`config.mk`:
```
export PLATFORM = sky130hd
export DESIGN_NAME = line_pixel_rasterizer
export DESIGN_NICKNAME = d
export VERILOG_FILES = /design/src/hdl/lpr_pkg.sv /design/src/hdl/line_pixel_rasterizer.sv /design/src/hdl/lpr_stepper.sv /design/src/hdl/lpr_mapper.sv
export SDC_FILE = /design/constraint.sdc
export NUM_CORES = 1
export LEC_CHECK = 0
export BUFFER_PORTS_ARGS = -buffer_cell sky130_fd_sc_hd__buf_2
export CORE_UTILIZATION = 40
export DETAILED_ROUTE_END_ITERATION = 10
export GPL_ROUTABILITY_DRIVEN = 0
export HOLD_SLACK_MARGIN = 0.05
export PLACE_DENSITY = 0.66
export SYNTH_ARGS = -nofsm -noshare
export SYNTH_HDL_FRONTEND = slang
export SYNTH_HIERARCHICAL = 1
export SYNTH_SLANG_ARGS = --single-unit
export TNS_END_PERCENT = 1
```
`constraint.sdc`:
```
create_clock -name i_clk -period 7.1 [get_ports i_clk]
set_input_delay 0.71 -clock i_clk [delete_from_list [all_inputs] [get_ports i_clk]]
set_output_delay 0.71 -clock i_clk [all_outputs]
set_load 0.1 [all_outputs]
```
`src/hdl/lpr_pkg.sv`:
```
// Shared types and constants for the line pixel rasteriser.
`timescale 1ns / 1ps

package lpr_pkg;

    localparam int COORD_BITS_DEF = 10;
    localparam int ROW_BITS       = 10;
    localparam int DIM_BITS       = 11;
    localparam int ADDR_BITS      = 20;
    localparam int COLOR_BITS     = 24;
    localparam int CFG_IDX_BITS   = 2;
    localparam int OUT_TDATA_BITS = ((2 * ROW_BITS + ADDR_BITS + COLOR_BITS + 7) / 8) * 8;

    localparam logic                MODE_START       = 1'b0;
    localparam logic                MODE_ADVANCE     = 1'b1;
    localparam logic                ORIENT_LANDSCAPE = 1'b1;
    localparam logic [DIM_BITS-1:0] WIDTH_RESET      = DIM_BITS'(800);
    localparam logic [DIM_BITS-1:0] HEIGHT_RESET     = DIM_BITS'(480);

    typedef enum logic [CFG_IDX_BITS-1:0] {
        CFG_ORIENT = 2'd0,
        CFG_WIDTH  = 2'd1,
        CFG_HEIGHT = 2'd2
    } t_cfg_index;

    typedef struct packed {
        logic                orientation;
        logic [DIM_BITS-1:0] panel_width;
        logic [DIM_BITS-1:0] panel_height;
    } t_cfg;

endpackage

```
`src/hdl/line_pixel_rasterizer.sv`:
```
// A pixel is registered in the stepper and in the two mapper stages before it is valid
// on the master side. Throughput: one item per cycle while ready is high; the line state
// takes one accumulator step per transfer.
// Ready is held back only when all three stages hold results the sink has not taken.
// Reset (synchronous, active low) drops any line in progress and empties the pipeline;
// orientation returns to landscape, panel size to 800 by 480.
`timescale 1ns / 1ps

module line_pixel_rasterizer import lpr_pkg::*; #(
    parameter int COORD_BITS = COORD_BITS_DEF
) (
    input  logic                      i_clk,
    input  logic                      i_rst_n,
    input  logic                      i_cfg_we,
    input  logic [CFG_IDX_BITS-1:0]   i_cfg_index,
    input  logic [DIM_BITS-1:0]       i_cfg_data,
    input  logic                      s_axis_tvalid,
    output logic                      s_axis_tready,
    // x_start, y_start, x_end, y_end, line_color, zero padding
    input  logic [((4*COORD_BITS+COLOR_BITS+7)/8)*8-1:0] s_axis_tdata,
    // mode
    input  logic                      s_axis_tuser,
    output logic                      m_axis_tvalid,
    input  logic                      m_axis_tready,
    // pixel_row, pixel_col, pixel_address, pixel_color
    output logic [OUT_TDATA_BITS-1:0] m_axis_tdata,
    // off_panel
    output logic                      m_axis_tuser,
    output logic                      m_axis_tlast
);

    localparam int C = COORD_BITS;

    t_cfg r_cfg;

    logic                  pt_valid, pt_ready, pt_last;
    logic [C-1:0]          pt_x, pt_y;
    logic [COLOR_BITS-1:0] pt_color;
    logic [ROW_BITS-1:0]   out_row, out_col;
    logic [ADDR_BITS-1:0]  out_addr;
    logic [COLOR_BITS-1:0] out_color;

    always_ff @(posedge i_clk) begin
        if (!i_rst_n) begin
            r_cfg.orientation  <= ORIENT_LANDSCAPE;
            r_cfg.panel_width  <= WIDTH_RESET;
            r_cfg.panel_height <= HEIGHT_RESET;
        end else if (i_cfg_we) begin
            case (t_cfg_index'(i_cfg_index))
                CFG_ORIENT: begin
                    r_cfg.orientation <= i_cfg_data[0];
                end
                CFG_WIDTH: begin
                    r_cfg.panel_width <= i_cfg_data;
                end
                CFG_HEIGHT: begin
                    r_cfg.panel_height <= i_cfg_data;
                end
                default: begin
                    // unknown index: drop the write
                end
            endcase
        end
    end

    lpr_stepper #(
        .COORD_BITS(COORD_BITS)
    ) u_stepper (
        .i_clk     (i_clk),
        .i_rst_n   (i_rst_n),
        .i_valid   (s_axis_tvalid),
        .o_ready   (s_axis_tready),
        .i_mode    (s_axis_tuser),
        .i_x_start (s_axis_tdata[C-1:0]),
        .i_y_start (s_axis_tdata[2*C-1:C]),
        .i_x_end   (s_axis_tdata[3*C-1:2*C]),
        .i_y_end   (s_axis_tdata[4*C-1:3*C]),
        .i_color   (s_axis_tdata[4*C+COLOR_BITS-1:4*C]),
        .o_valid   (pt_valid),
        .i_ready   (pt_ready),
        .o_x       (pt_x),
        .o_y       (pt_y),
        .o_last    (pt_last),
        .o_color   (pt_color)
    );

    lpr_mapper #(
        .COORD_BITS(COORD_BITS)
    ) u_mapper (
        .i_clk   (i_clk),
        .i_rst_n (i_rst_n),
        .i_cfg   (r_cfg),
        .i_valid (pt_valid),
        .o_ready (pt_ready),
        .i_x     (pt_x),
        .i_y     (pt_y),
        .i_last  (pt_last),
        .i_color (pt_color),
        .o_valid (m_axis_tvalid),
        .i_ready (m_axis_tready),
        .o_row   (out_row),
        .o_col   (out_col),
        .o_addr  (out_addr),
        .o_color (out_color),
        .o_off   (m_axis_tuser),
        .o_last  (m_axis_tlast)
    );

    assign m_axis_tdata = OUT_TDATA_BITS'({out_color, out_addr, out_col, out_row});

endmodule

```
`src/hdl/lpr_stepper.sv`:
```
// Line state and error-accumulator step; registers at most one point per transfer.
`timescale 1ns / 1ps

module lpr_stepper import lpr_pkg::*; #(
    parameter int COORD_BITS = COORD_BITS_DEF
) (
    input  logic                  i_clk,
    input  logic                  i_rst_n,
    input  logic                  i_valid,
    output logic                  o_ready,
    input  logic                  i_mode,
    input  logic [COORD_BITS-1:0] i_x_start,
    input  logic [COORD_BITS-1:0] i_y_start,
    input  logic [COORD_BITS-1:0] i_x_end,
    input  logic [COORD_BITS-1:0] i_y_end,
    input  logic [COLOR_BITS-1:0] i_color,
    output logic                  o_valid,
    input  logic                  i_ready,
    output logic [COORD_BITS-1:0] o_x,
    output logic [COORD_BITS-1:0] o_y,
    output logic                  o_last,
    output logic [COLOR_BITS-1:0] o_color
);

    logic                  r_active, n_active;
    logic [COORD_BITS-1:0] r_cur_x, n_cur_x;
    logic [COORD_BITS-1:0] r_cur_y, n_cur_y;
    logic [COORD_BITS-1:0] r_span_x, n_span_x;
    logic [COORD_BITS-1:0] r_span_y, n_span_y;
    logic                  r_neg_x, n_neg_x;
    logic                  r_neg_y, n_neg_y;
    logic [COORD_BITS-1:0] r_major, n_major;
    logic [COORD_BITS-1:0] r_err_x, n_err_x;
    logic [COORD_BITS-1:0] r_err_y, n_err_y;
    logic [COORD_BITS:0]   r_left, n_left;
    logic [COLOR_BITS-1:0] r_color, n_color;

    logic                  r_pv;
    logic [COORD_BITS-1:0] r_px, r_py;
    logic                  r_plast;
    logic [COLOR_BITS-1:0] r_pcolor;

    logic                  accept;
    logic                  emit, emit_last;
    logic [COORD_BITS-1:0] emit_x, emit_y;
    logic                  start_neg_x, start_neg_y;
    logic [COORD_BITS-1:0] start_span_x, start_span_y, start_major;
    logic [COORD_BITS:0]   sum_x, sum_y, left_dec;
    logic                  hit_x, hit_y;

    assign o_ready = !r_pv || i_ready;
    assign accept  = i_valid && o_ready;

    assign start_neg_x  = i_x_end < i_x_start;
    assign start_neg_y  = i_y_end < i_y_start;
    assign start_span_x = start_neg_x ? i_x_start - i_x_end : i_x_end - i_x_start;
    assign start_span_y = start_neg_y ? i_y_start - i_y_end : i_y_end - i_y_start;
    assign start_major  = (start_span_x > start_span_y) ? start_span_x : start_span_y;

    // one accumulator step per axis
    assign sum_x    = {1'b0, r_err_x} + {1'b0, r_span_x};
    assign sum_y    = {1'b0, r_err_y} + {1'b0, r_span_y};
    assign hit_x    = sum_x > {1'b0, r_major};
    assign hit_y    = sum_y > {1'b0, r_major};
    assign left_dec = r_left - (COORD_BITS+1)'(1);

    always_comb begin
        n_active  = r_active;
        n_cur_x   = r_cur_x;
        n_cur_y   = r_cur_y;
        n_span_x  = r_span_x;
        n_span_y  = r_span_y;
        n_neg_x   = r_neg_x;
        n_neg_y   = r_neg_y;
        n_major   = r_major;
        n_err_x   = r_err_x;
        n_err_y   = r_err_y;
        n_left    = r_left;
        n_color   = r_color;
        emit      = 1'b0;
        emit_last = 1'b0;
        emit_x    = r_cur_x;
        emit_y    = r_cur_y;
        if (accept) begin
            if (i_mode == MODE_START) begin
                // start pixel goes out unmoved; error is primed by one step
                emit     = 1'b1;
                emit_x   = i_x_start;
                emit_y   = i_y_start;
                n_active = 1'b1;
                n_cur_x  = i_x_start;
                n_cur_y  = i_y_start;
                n_span_x = start_span_x;
                n_span_y = start_span_y;
                n_neg_x  = start_neg_x;
                n_neg_y  = start_neg_y;
                n_major  = start_major;
                n_err_x  = start_span_x;
                n_err_y  = start_span_y;
                n_left   = {1'b0, start_major} + (COORD_BITS+1)'(1);
                n_color  = i_color;
            end else if (r_active) begin
                emit = 1'b1;
                if (left_dec == '0) begin
                    emit_last = 1'b1;
                    n_active  = 1'b0;
                    n_left    = '0;
                end else begin
                    n_left = left_dec;
                    if (hit_x) begin
                        n_err_x = COORD_BITS'(sum_x - {1'b0, r_major});
                        n_cur_x = r_neg_x ? r_cur_x - COORD_BITS'(1) : r_cur_x + COORD_BITS'(1);
                    end else begin
                        n_err_x = sum_x[COORD_BITS-1:0];
                    end
                    if (hit_y) begin
                        n_err_y = COORD_BITS'(sum_y - {1'b0, r_major});
                        n_cur_y = r_neg_y ? r_cur_y - COORD_BITS'(1) : r_cur_y + COORD_BITS'(1);
                    end else begin
                        n_err_y = sum_y[COORD_BITS-1:0];
                    end
                end
            end
        end
    end

    always_ff @(posedge i_clk) begin
        if (!i_rst_n) begin
            r_active <= 1'b0;
            r_left   <= '0;
            r_pv     <= 1'b0;
        end else begin
            r_active <= n_active;
            r_left   <= n_left;
            if (accept) begin
                r_pv <= emit;
            end else if (i_ready) begin
                r_pv <= 1'b0;
            end
        end
    end

    always_ff @(posedge i_clk) begin
        r_cur_x  <= n_cur_x;
        r_cur_y  <= n_cur_y;
        r_span_x <= n_span_x;
        r_span_y <= n_span_y;
        r_neg_x  <= n_neg_x;
        r_neg_y  <= n_neg_y;
        r_major  <= n_major;
        r_err_x  <= n_err_x;
        r_err_y  <= n_err_y;
        r_color  <= n_color;
        if (accept) begin
            r_px     <= emit_x;
            r_py     <= emit_y;
            r_plast  <= emit_last;
            r_pcolor <= (i_mode == MODE_START) ? i_color : r_color;
        end
    end

    assign o_valid = r_pv;
    assign o_x     = r_px;
    assign o_y     = r_py;
    assign o_last  = r_plast;
    assign o_color = r_pcolor;

    a_idle_advance_silent: assert property (@(posedge i_clk) disable iff (!i_rst_n)
        (accept && i_mode == MODE_ADVANCE && !r_active) |=> !r_pv)
        else $error("advance with no line produced a point");

    a_active_has_pixels: assert property (@(posedge i_clk) disable iff (!i_rst_n)
        r_active |-> (r_left != '0))
        else $error("active line with no pixels left");

    a_last_ends_line: assert property (@(posedge i_clk) disable iff (!i_rst_n)
        (accept && i_mode == MODE_ADVANCE && r_active && r_left == (COORD_BITS+1)'(1))
        |=> (!r_active && r_pv && r_plast))
        else $error("final pixel did not close the line");

    a_start_not_last: assert property (@(posedge i_clk) disable iff (!i_rst_n)
        (accept && i_mode == MODE_START) |=> (r_active && r_pv && !r_plast))
        else $error("start pixel marked last or line not opened");

endmodule

```
`src/hdl/lpr_mapper.sv`:
```
// Orientation mapping, bounds check and row-major address, two register stages.
`timescale 1ns / 1ps

module lpr_mapper import lpr_pkg::*; #(
    parameter int COORD_BITS = COORD_BITS_DEF
) (
    input  logic                  i_clk,
    input  logic                  i_rst_n,
    input  t_cfg                  i_cfg,
    input  logic                  i_valid,
    output logic                  o_ready,
    input  logic [COORD_BITS-1:0] i_x,
    input  logic [COORD_BITS-1:0] i_y,
    input  logic                  i_last,
    input  logic [COLOR_BITS-1:0] i_color,
    output logic                  o_valid,
    input  logic                  i_ready,
    output logic [ROW_BITS-1:0]   o_row,
    output logic [ROW_BITS-1:0]   o_col,
    output logic [ADDR_BITS-1:0]  o_addr,
    output logic [COLOR_BITS-1:0] o_color,
    output logic                  o_off,
    output logic                  o_last
);

    localparam int RW = ((COORD_BITS > DIM_BITS) ? COORD_BITS : DIM_BITS) + 2;
    localparam int PW = ROW_BITS + DIM_BITS;

    logic signed [RW-1:0] x_s, y_s, height_s, width_s, row_s, col_s;
    logic                 off;
    logic                 ready_out;
    logic [PW-1:0]        prod, addr_sum;

    logic                  r_v2, r_v3;
    logic [ROW_BITS-1:0]   r_row2, r_col2, r_row3, r_col3;
    logic                  r_off2, r_off3, r_last2, r_last3;
    logic [COLOR_BITS-1:0] r_color2, r_color3;
    logic [ADDR_BITS-1:0]  r_addr3;

    assign ready_out = !r_v3 || i_ready;
    assign o_ready   = !r_v2 || ready_out;

    assign x_s      = $signed(RW'(i_x));
    assign y_s      = $signed(RW'(i_y));
    assign height_s = $signed(RW'(i_cfg.panel_height));
    assign width_s  = $signed(RW'(i_cfg.panel_width));
    // rotated: row counts down from the bottom and may go negative
    assign row_s = (i_cfg.orientation == ORIENT_LANDSCAPE) ? y_s
                 : height_s - x_s - $signed(RW'(1));
    assign col_s = (i_cfg.orientation == ORIENT_LANDSCAPE) ? x_s : y_s;
    assign off   = row_s[RW-1] || (row_s >= height_s) || (col_s >= width_s);

    assign prod     = PW'(r_row2) * PW'(i_cfg.panel_width);
    assign addr_sum = prod + PW'(r_col2);

    always_ff @(posedge i_clk) begin
        if (!i_rst_n) begin
            r_v2 <= 1'b0;
            r_v3 <= 1'b0;
        end else begin
            if (o_ready) begin
                r_v2 <= i_valid;
            end
            if (ready_out) begin
                r_v3 <= r_v2;
            end
        end
    end

    always_ff @(posedge i_clk) begin
        if (o_ready) begin
            r_row2   <= row_s[ROW_BITS-1:0];
            r_col2   <= col_s[ROW_BITS-1:0];
            r_off2   <= off;
            r_last2  <= i_last;
            r_color2 <= i_color;
        end
        if (ready_out) begin
            r_row3   <= r_row2;
            r_col3   <= r_col2;
            r_addr3  <= addr_sum[ADDR_BITS-1:0];
            r_off3   <= r_off2;
            r_last3  <= r_last2;
            r_color3 <= r_color2;
        end
    end

    assign o_valid = r_v3;
    assign o_row   = r_row3;
    assign o_col   = r_col3;
    assign o_addr  = r_addr3;
    assign o_color = r_color3;
    assign o_off   = r_off3;
    assign o_last  = r_last3;

endmodule

```
==> impl_metrics.tcl, run 1 <==
set metrics [dict create \
    reg2reg_slack_ns 1.16 \
    yosysWarnings 6 \
    coreArea_um2 47700 \
    slew_headroom 0.250 \
    synth_cells 1848 \
    initial_core_util 0.405 \
    avgSynthCellArea_um2 10.5 \
    worstPathArrival_ns 6.31 \
    setup_viol 0 \
    fin_crit_ns 5.94 \
    chipWidth_um 222 \
    crit_path_start_kind "register" \
    final_cells 2631 \
    tightest_slew_ns 1.12 \
    io_pins 151 \
    end_kind "register" \
    drive_above_1_share 0.126 \
    skew_ns 0.0257 \
    grt_pass1_wl_um 72300 \
    final_nets 2361 \
    async_flop_share 0 \
    ys_seq_elements 267 \
    fp-row-count 80 \
    netlist-cell-type-count 82 \
    cts_max_path_buffers 3 \
    grt_max_degree 67 \
    antenna_found_initial 1 \
    synth_top_area_cell "edfxtp_1" \
    slew_violations 0 \
    syn_area_um2 19300 \
    drtIter0Drc 819 \
    placed_cells 2575 \
    die_y_um 222 \
    dr_total_vias 13900 \
    drv_cap 0 \
    cts-hold-fix-buffers 0 \
    avgViaCountPerCell 5.28 \
    crit_path_max_fanout 12 \
    clk_latency_ns 0.60 \
    cts_setup_buffers 0 \
    hold_violations 0 \
    yosys-top-cells-area "edfxtp_1 36%, ha_1 13%, fa_1 9.3%, inv_1 4.9%, dfxtp_1 3.9%" \
    synth_ff_type "edfxtp_1" \
    io_buffers 150 \
    grt_usage 0.182 \
    h-tree-depth 1 \
    clock_sinks 267 \
    ctsResizeCount 0 \
    syn_to_final_growth_pct 12.2 \
    cts_tree "built" \
    synth_nets 2217 \
    p_per_area_nw_per_um2 361 \
    finalWirelength_um 45600 \
    synth_edf_count 229 \
    fin_crit_sh 0.837 \
    drtAntennaViolNets 0 \
    hpwl_um 34700 \
    rsz0062_at_grt "no" \
    irDropWorstVdd_mv 0.251 \
    min_path_type "in2reg" \
    overflow 0 \
    tns_ns 0 \
    grt_pass1_vias 13800 \
    clk_pin_slew_ns 0.06 \
    drc 0 \
    wl_per_cell_um 17.3 \
    fmax_ghz 0.168 \
    status "completed" \
    critPathRequiredTime_ns 7.47 \
    p_leak_nw 9.80 \
    cts-buffers-inserted 30 \
    crit_type "reg2reg" \
    diodes 0 \
    drt-pass1-iter-count 5 \
    dieArea_um2 49200 \
    yosysSeqAreaShare 0.395 \
    root_buffer "clkbuf_16" \
    synth.top_cell.area_share 0.356 \
]
-- layer usage --
metal	global-route usage	wire length, um
met1	0.246	20800
met2	0.303	21100
met3	0.0237	2540
met5	0	14
met4	0.0591	1210
-- area by class of cell --
class	count	area, um^2
timing repair buffer	166	871
tap	615	769
clock buffer	34	766
sequential	267	7640
fill	4396	26100
multi-input combinational	1275	10500
clock inverter	22	203
inverter	252	948
-- stage by stage --
stage	power (mW)	worst slack [ns]	hold WS [ns]	cell area, um^2	utilization
5_1_grt	8.37	0.845	0.254	21700	0.454
6_report	7.83	1.16	0.283	21700	0.454
3_5_place_dp	6.30	0.685	0.405	20700	0.434
4_1_cts	7.87	1.18	0.250	21700	0.454
3_3_place_gp	6.20	0.895	0.401	20700	0.434
2_1_floorplan	5.44	0.324	0.400	19300	-
-- worst max-delay path, cell delays in order, from the launching register on --
cell and delay [ns]:
dfxtp_1 0.65, nand2_1 0.16, fa_1 0.56, inv_1 0.06, fa_1 0.53, inv_1 0.05, fa_1 0.54, inv_1 0.07
fa_1 0.54, inv_1 0.06, fa_1 0.53, inv_1 0.04, ha_1 0.36, o211a_1 0.27, o21ai_1 0.09, nand2_1 0.09
or3_1 0.32, o22ai_2 0.22, or4b_1 0.47, o311ai_1 0.12
-- flip-flops by register name (all words and copies together), names as in the netlist, 11 cells and up --
name and cells:
u_mapper/o_color 24, u_mapper/r_color2 24, u_stepper/o_color 24, r_cfg 23, u_mapper/o_addr 20, u_stepper/r_left 11
-- power by group --
part           switching, mW  internal, mW
Sequential             0.142          2.08
Combinational           2.56          1.53
Clock                  0.670         0.854
-- kinds of logic after synthesis --
group / after synthesis / share of synthesized area
xor gates and xnor gates: 98 / 0.0444
AOI/OAI and AO/OA: 365 / 0.123
muxes: 72 / 0.0383
adders and majority gates: 286 / 0.220
and+or+nand+nor: 454 / 0.117
buffers and inverters: 306 / 0.0622
DFF: 267 / 0.395
-- worst paths after layout --
path | from | endpoint | cells after the start
min reg2reg | u_stepper/o_color[7] | u_mapper/r_color2[7] | 0
max | r_cfg[13] | u_mapper/o_addr[18] | 19
max reg2reg | r_cfg[13] | u_mapper/o_addr[18] | 19
min | s_axis_tdata[43] | u_stepper/o_color[3] | 1
-- cells in the final DEF, fill, tap and decap left out, types with 60 or more instances in the layout --
cell type,instances
xnor2_1,61
o21ai_0,87
edfxtp_1,229
buf_2,150
ha_1,196
fa_1,90
nand2_1,199
inv_1,250
mux2i_1,60
a21oi_1,104
-- synth_stat cells (6+ instances only) --
| cell | number |
|---|---|
| o21ai_1 | 10 |
| xor2_1 | 37 |
| mux2i_1 | 60 |
| inv_1 | 251 |
| o221ai_1 | 8 |
| fa_1 | 90 |
| nor2b_1 | 23 |
| nand4_1 | 13 |
| o21ai_0 | 87 |
| or4_1 | 6 |
| a31oi_1 | 9 |
| edfxtp_1 | 229 |
| and3_1 | 7 |
| nand2_1 | 200 |
| a21boi_0 | 8 |
| or3_1 | 9 |
| clkbuf_1 | 41 |
| o21bai_1 | 10 |
| nor2_1 | 54 |
| o211ai_1 | 16 |
| buf_6 | 6 |
| o21a_1 | 17 |
| dfxtp_1 | 38 |
| and2_1 | 47 |
| xnor2_1 | 61 |
| a211oi_1 | 6 |
| a221oi_1 | 8 |
| mux2_2 | 11 |
| a21o_1 | 31 |
| ha_1 | 196 |
| nor3b_1 | 6 |
| nand3_1 | 26 |
| nor4_1 | 7 |
| nand2b_1 | 13 |
| a21oi_1 | 104 |
| nor3_1 | 16 |
Power figures use the tool's default switching activity.
==> inputs of run 2 (changes only) <==
==> constraint.sdc (replaced) <==
create_clock -name i_clk -period 6 [get_ports i_clk]
set_input_delay 0.6 -clock i_clk [delete_from_list [all_inputs] [get_ports i_clk]]
set_output_delay 0.6 -clock i_clk [all_outputs]
set_load 0.1 [all_outputs]
==> impl_metrics.tcl, run 2 (synthesis gave the netlist of run 1 again) <==
set metrics [dict create \
    cts_tree "built" \
    final_nets 2385 \
    clk_pin_slew_ns 0.06 \
    coreArea_um2 47700 \
    dieArea_um2 49200 \
    tightest_slew_ns 1.25 \
    hold_violations 0 \
    critPathRequiredTime_ns 6.40 \
    h-tree-depth 1 \
    finalWirelength_um 46100 \
    slew_headroom 0.169 \
    avgViaCountPerCell 5.25 \
    fin_crit_sh 0.949 \
    irDropWorstVdd_mv 0.395 \
    hpwl_um 35700 \
    cts-hold-fix-buffers 0 \
    drtIter0Drc 927 \
    end_kind "register" \
    preCtsSetupSlack_ns 0.343 \
    layout_common_cells "250 x inv_1, 229 x edfxtp_1, 199 x nand2_1" \
    tns_ns 0 \
    setup_viol 0 \
    crit_type "reg2reg" \
    status "completed" \
    cts_max_path_buffers 3 \
    min_to "u_stepper/o_color[17]" \
    final_common_cell "inv_1" \
    grt_max_degree 67 \
    io_buffers 150 \
    antenna_found_initial 2 \
    diodes 0 \
    r2r_cells 19 \
    worstHoldStart "s_axis_tdata[57]" \
    timing.rr.end "u_mapper/o_addr[18]" \
    drive_above_1_share 0.141 \
    dr_total_vias 14000 \
    reg2reg_slack_ns 0.31 \
    skew_ns 0.0207 \
    wl_per_cell_um 17.4 \
    grt_pass1_vias 13800 \
    worstPathArrival_ns 6.09 \
    cpPeakStageDelay_ns 0.57 \
    io_pins 151 \
    cts_setup_buffers 0 \
    ctsResizeCount 0 \
    slew_violations 0 \
    crit_path_max_fanout 12 \
    root_buffer "clkbuf_16" \
    syn_to_final_growth_pct 13.9 \
    grt_usage 0.185 \
    drc 0 \
    grt_pass1_wl_um 73000 \
    initial_core_util 0.405 \
    overflow 0 \
    p_leak_nw 10.0 \
    p_per_area_nw_per_um2 433 \
    path_cells "nand2_1 -> fa_1 -> inv_1 -> fa_1 -> inv_1 -> fa_1 -> inv_1 -> fa_1 -> inv_1 -> fa_1 -> inv_1 -> ha_1 -> o211a_1 -> o21ai_1 -> nand2_1 -> or3_1 -> o22ai_2 -> or4b_1 -> o311ai_1" \
    fin_crit_ns 5.69 \
    cp_slowest_cell "edfxtp_1" \
    crit_path_start_kind "register" \
    drt-pass1-iter-count 5 \
    min_path_type "in2reg" \
    die_y_um 222 \
    cts-buffers-inserted 31 \
    fmax_ghz 0.176 \
    drtAntennaViolNets 0 \
    clk_latency_ns 0.60 \
    drv_cap 0 \
    rsz0062_at_grt "no" \
    chipWidth_um 222 \
    clock_sinks 267 \
    power_mw 9.54 \
    worst_slack_ns 0.308 \
    min_path_cells 1 \
    timing.rr.start "u_mapper/r_row2[8]" \
    fp-row-count 80 \
]
run 2: cell types whose count changed in the layout (fill, tap and decap cells not counted), moves of 2 or more:
cell	previous run	this run
inv_4	1	3
clkbuf_16	30	34
clkinv_1	5	0
clkinv_4	2	4
clkbuf_8	0	3
clkbuf_1	4	0
buf_4	16	39
run 2: cell type report:
class                   count  area, um^2
fillers                  4354       25700
inverters                 252         948
multi-input cells        1275       10500
well taps                 615         769
clock inverters            21         230
clock buffers              37         892
flip-flops and latches    267        7640
repair buffers            189        1040
run 2: critical path: cells and delay by family (launching register included):
family | cells | cell delay (ns)
flops | 1 | 0.57
fa+ha+maj | 6 | 3.00
simple gates | 4 | 0.99
buf+inv | 5 | 0.25
compound gates | 4 | 0.69
run 2: stage by stage:
| step | area, um^2 | cells | utilization | hold WS (ns) |
|---|---|---|---|---|
| 2_1_floorplan | 19300 | 1848 | - | 0.400 |
| 3_3_place_gp | 20900 | 2598 | 0.438 | 0.401 |
| 3_5_place_dp | 20900 | 2598 | 0.438 | 0.405 |
| 4_1_cts | 22000 | 2656 | 0.461 | 0.143 |
| 5_1_grt | 22000 | 2656 | 0.461 | 0.148 |
| 6_report | 22000 | 2656 | 0.461 | 0.171 |
run 2: power by group:
part           total [mW]  leakage (nW)  switching (mW)  internal (mW)
combinational        4.90          6.84            3.06           1.85
sequential           2.60          2.61           0.139           2.46
clock                2.03         0.547           0.831           1.20
total                9.54          10.0            4.03           5.51
run 2: metal layers:
layer | up-vias | GRT usage | wire (um)
met5 | - | 0 | 27
met4 | 4 | 0.0672 | 1570
met3 | 103 | 0.0270 | 2510
met2 | 408 | 0.305 | 21000
met1 | 6664 | 0.247 | 21000
li1 | 6772 | - | -
run 2: how the worst max path moves through the flow:
stage	start	endpoint	slack (ns)
final	u_mapper/r_row2[8]	u_mapper/o_addr[18]	0.31
after floorplan	u_mapper/o_valid	u_stepper/r_left[7]	0.25
after global routing	u_mapper/r_row2[8]	u_mapper/o_addr[18]	0.08
after global placement	u_mapper/r_row2[8]	u_mapper/o_addr[18]	0.41
after CTS	u_mapper/r_row2[8]	u_mapper/o_addr[18]	0.32
after detailed placement	u_mapper/r_row2[8]	u_mapper/o_addr[18]	0.34
==> inputs of run 3 (changes only) <==
--- a/config.mk
+++ b/config.mk
@@ -10,7 +10,7 @@
 export DETAILED_ROUTE_END_ITERATION = 10
 export GPL_ROUTABILITY_DRIVEN = 0
 export HOLD_SLACK_MARGIN = 0.05
-export PLACE_DENSITY = 0.66
+export PLACE_DENSITY = 0.65
 export SYNTH_ARGS = -nofsm -noshare
 export SYNTH_HDL_FRONTEND = slang
 export SYNTH_HIERARCHICAL = 1
==> constraint.sdc (replaced) <==
create_clock -name i_clk -period 5.25 [get_ports i_clk]
set_input_delay 0.525 -clock i_clk [delete_from_list [all_inputs] [get_ports i_clk]]
set_output_delay 0.525 -clock i_clk [all_outputs]
set_load 0.1 [all_outputs]
==> impl_metrics.tcl, run 3 (synthesis gave the netlist of run 1 again) <==
set metrics [dict create \
    violations "negative setup slack" \
    finalWirelength_um 47000 \
    preCtsSetupSlack_ns -0.0628 \
    crit_type "reg2reg" \
    crit_path_max_fanout 4 \
    critPathRequiredTime_ns 5.62 \
    grt_max_degree 60 \
    initial_core_util 0.405 \
    antenna_found_initial 1 \
    skew_ns 0.0218 \
    p_leak_nw 10.3 \
    power_mw 11.3 \
    fin_crit_sh 1.00 \
    io_buffers 150 \
    avgViaCountPerCell 5.25 \
    status "finished, violations left" \
    tightest_slew_ns 1.20 \
    setup_viol 1 \
    syn_to_final_growth_pct 16.7 \
    drive_above_1_share 0.174 \
    cts_tree "built" \
    slew_violations 0 \
    drc 0 \
    wl_per_cell_um 17.4 \
    coreArea_um2 47700 \
    worstPathArrival_ns 5.63 \
    rsz0062_at_grt "yes" \
    fmax_ghz 0.190 \
    crit_path_start_kind "register" \
    path_cells "buf_4 -> and2_1 -> fa_1 -> inv_1 -> fa_1 -> inv_1 -> fa_2 -> inv_1 -> fa_2 -> fa_2 -> inv_2 -> ha_4 -> o211a_1 -> o21ai_1 -> nand2_1 -> or3_4 -> o22ai_4 -> or4b_1 -> o311ai_1" \
    layout_common_cells "245 x inv_1, 229 x edfxtp_1, 197 x nand2_1" \
    cpPeakStageDelay_ns 0.55 \
    hpwl_um 36600 \
    drt-pass1-iter-count 5 \
    h-tree-depth 1 \
    dieArea_um2 49200 \
    diodes 0 \
    grt_pass1_vias 14300 \
    p_per_area_nw_per_um2 503 \
    irDropWorstVdd_mv 0.277 \
    drv_cap 0 \
    clk_latency_ns 0.58 \
    worst_slack_ns -0.0123 \
    io_pins 151 \
    overflow 0 \
    fin_crit_ns 5.26 \
    chipWidth_um 222 \
    drtAntennaViolNets 0 \
    cts_max_path_buffers 3 \
    clk_pin_slew_ns 0.06 \
    cp_slowest_cell "fa_2" \
    min_path_type "in2reg" \
    final_nets 2436 \
    clock_sinks 267 \
    drtIter0Drc 963 \
    fp-row-count 80 \
    die_y_um 222 \
    grt_pass1_wl_um 75100 \
    grt_usage 0.190 \
    end_kind "register" \
    cts-buffers-inserted 30 \
    root_buffer "clkbuf_16" \
    dr_total_vias 14200 \
    final_common_cell "inv_1" \
    slew_headroom 0.200 \
    hold_violations 0 \
]
## run 3: layer usage
metal / vias to the layer above / wire length, um / track usage
li1: 6898 / - / -
met1: 6851 / 21400 / 0.252
met2: 375 / 22000 / 0.318
met3: 83 / 2040 / 0.0243
met4: 2 / 1540 / 0.0712
met5: - / 14 / 0
## run 3: repair_timing
action | 4_1_cts | 5_1_grt
resized for setup | 3 | 29
pin swaps | 4 | 20
hold buffers | 0 | 0
buffers inserted | 4 | 1
endpoints found under the setup margin | 1 | 4
## run 3: path summary, 6_finish.rpt
kind | from | end | slack [ns] | cells past startpoint
min | s_axis_tdata[50] | u_stepper/o_color[10] | 0.12 | 1
max | u_mapper/r_row2[6] | u_mapper/o_addr[18] | -0.01 | 19
max reg2reg | u_mapper/r_row2[6] | u_mapper/o_addr[18] | -0.01 | 19
min reg2reg | u_stepper/o_color[19] | u_mapper/r_color2[19] | 0.41 | 0
## run 3: metrics by stage
step	utilization	hold WS, ns	instance area (um^2)	TNS (ns)	std cells
finish	0.472	0.123	22500	-0.0123	2706
global placement	0.445	0.400	21200	-0.0466	2645
CTS	0.470	0.0931	22400	0	2705
floorplan	-	0.400	19300	-0.681	1848
detailed placement	0.445	0.405	21200	-0.0642	2645
global route	0.472	0.0984	22500	-0.179	2706
## run 3: layout make-up
| class | count | area [um^2] |
|---|---|---|
| Tap cell | 615 | 769 |
| Clock buffer | 38 | 886 |
| Sequential cell | 267 | 7640 |
| Inverter | 252 | 948 |
| Fill cell | 4347 | 25200 |
| Timing Repair Buffer | 241 | 1440 |
| Clock inverter | 18 | 264 |
| Multi-Input combinational cell | 1275 | 10600 |
## run 3: worst max-delay path, delay by kind of cell (launching register included)
family	cells	cell delay, ns
buffers and inverters	5	0.41
AO/OA/AOI/OAI	4	0.59
flip-flops	1	0.45
AND/OR/NAND/NOR	4	1.10
adder cells (fa/ha/maj)	6	2.51
## run 3: power breakdown
| group | internal [mW] | leakage (nW) | switching [mW] |
|---|---|---|---|
| clock network | 1.49 | 0.565 | 0.883 |
| registers | 2.81 | 2.61 | 0.149 |
| logic | 2.38 | 7.08 | 3.62 |
| total | 6.69 | 10.3 | 4.65 |
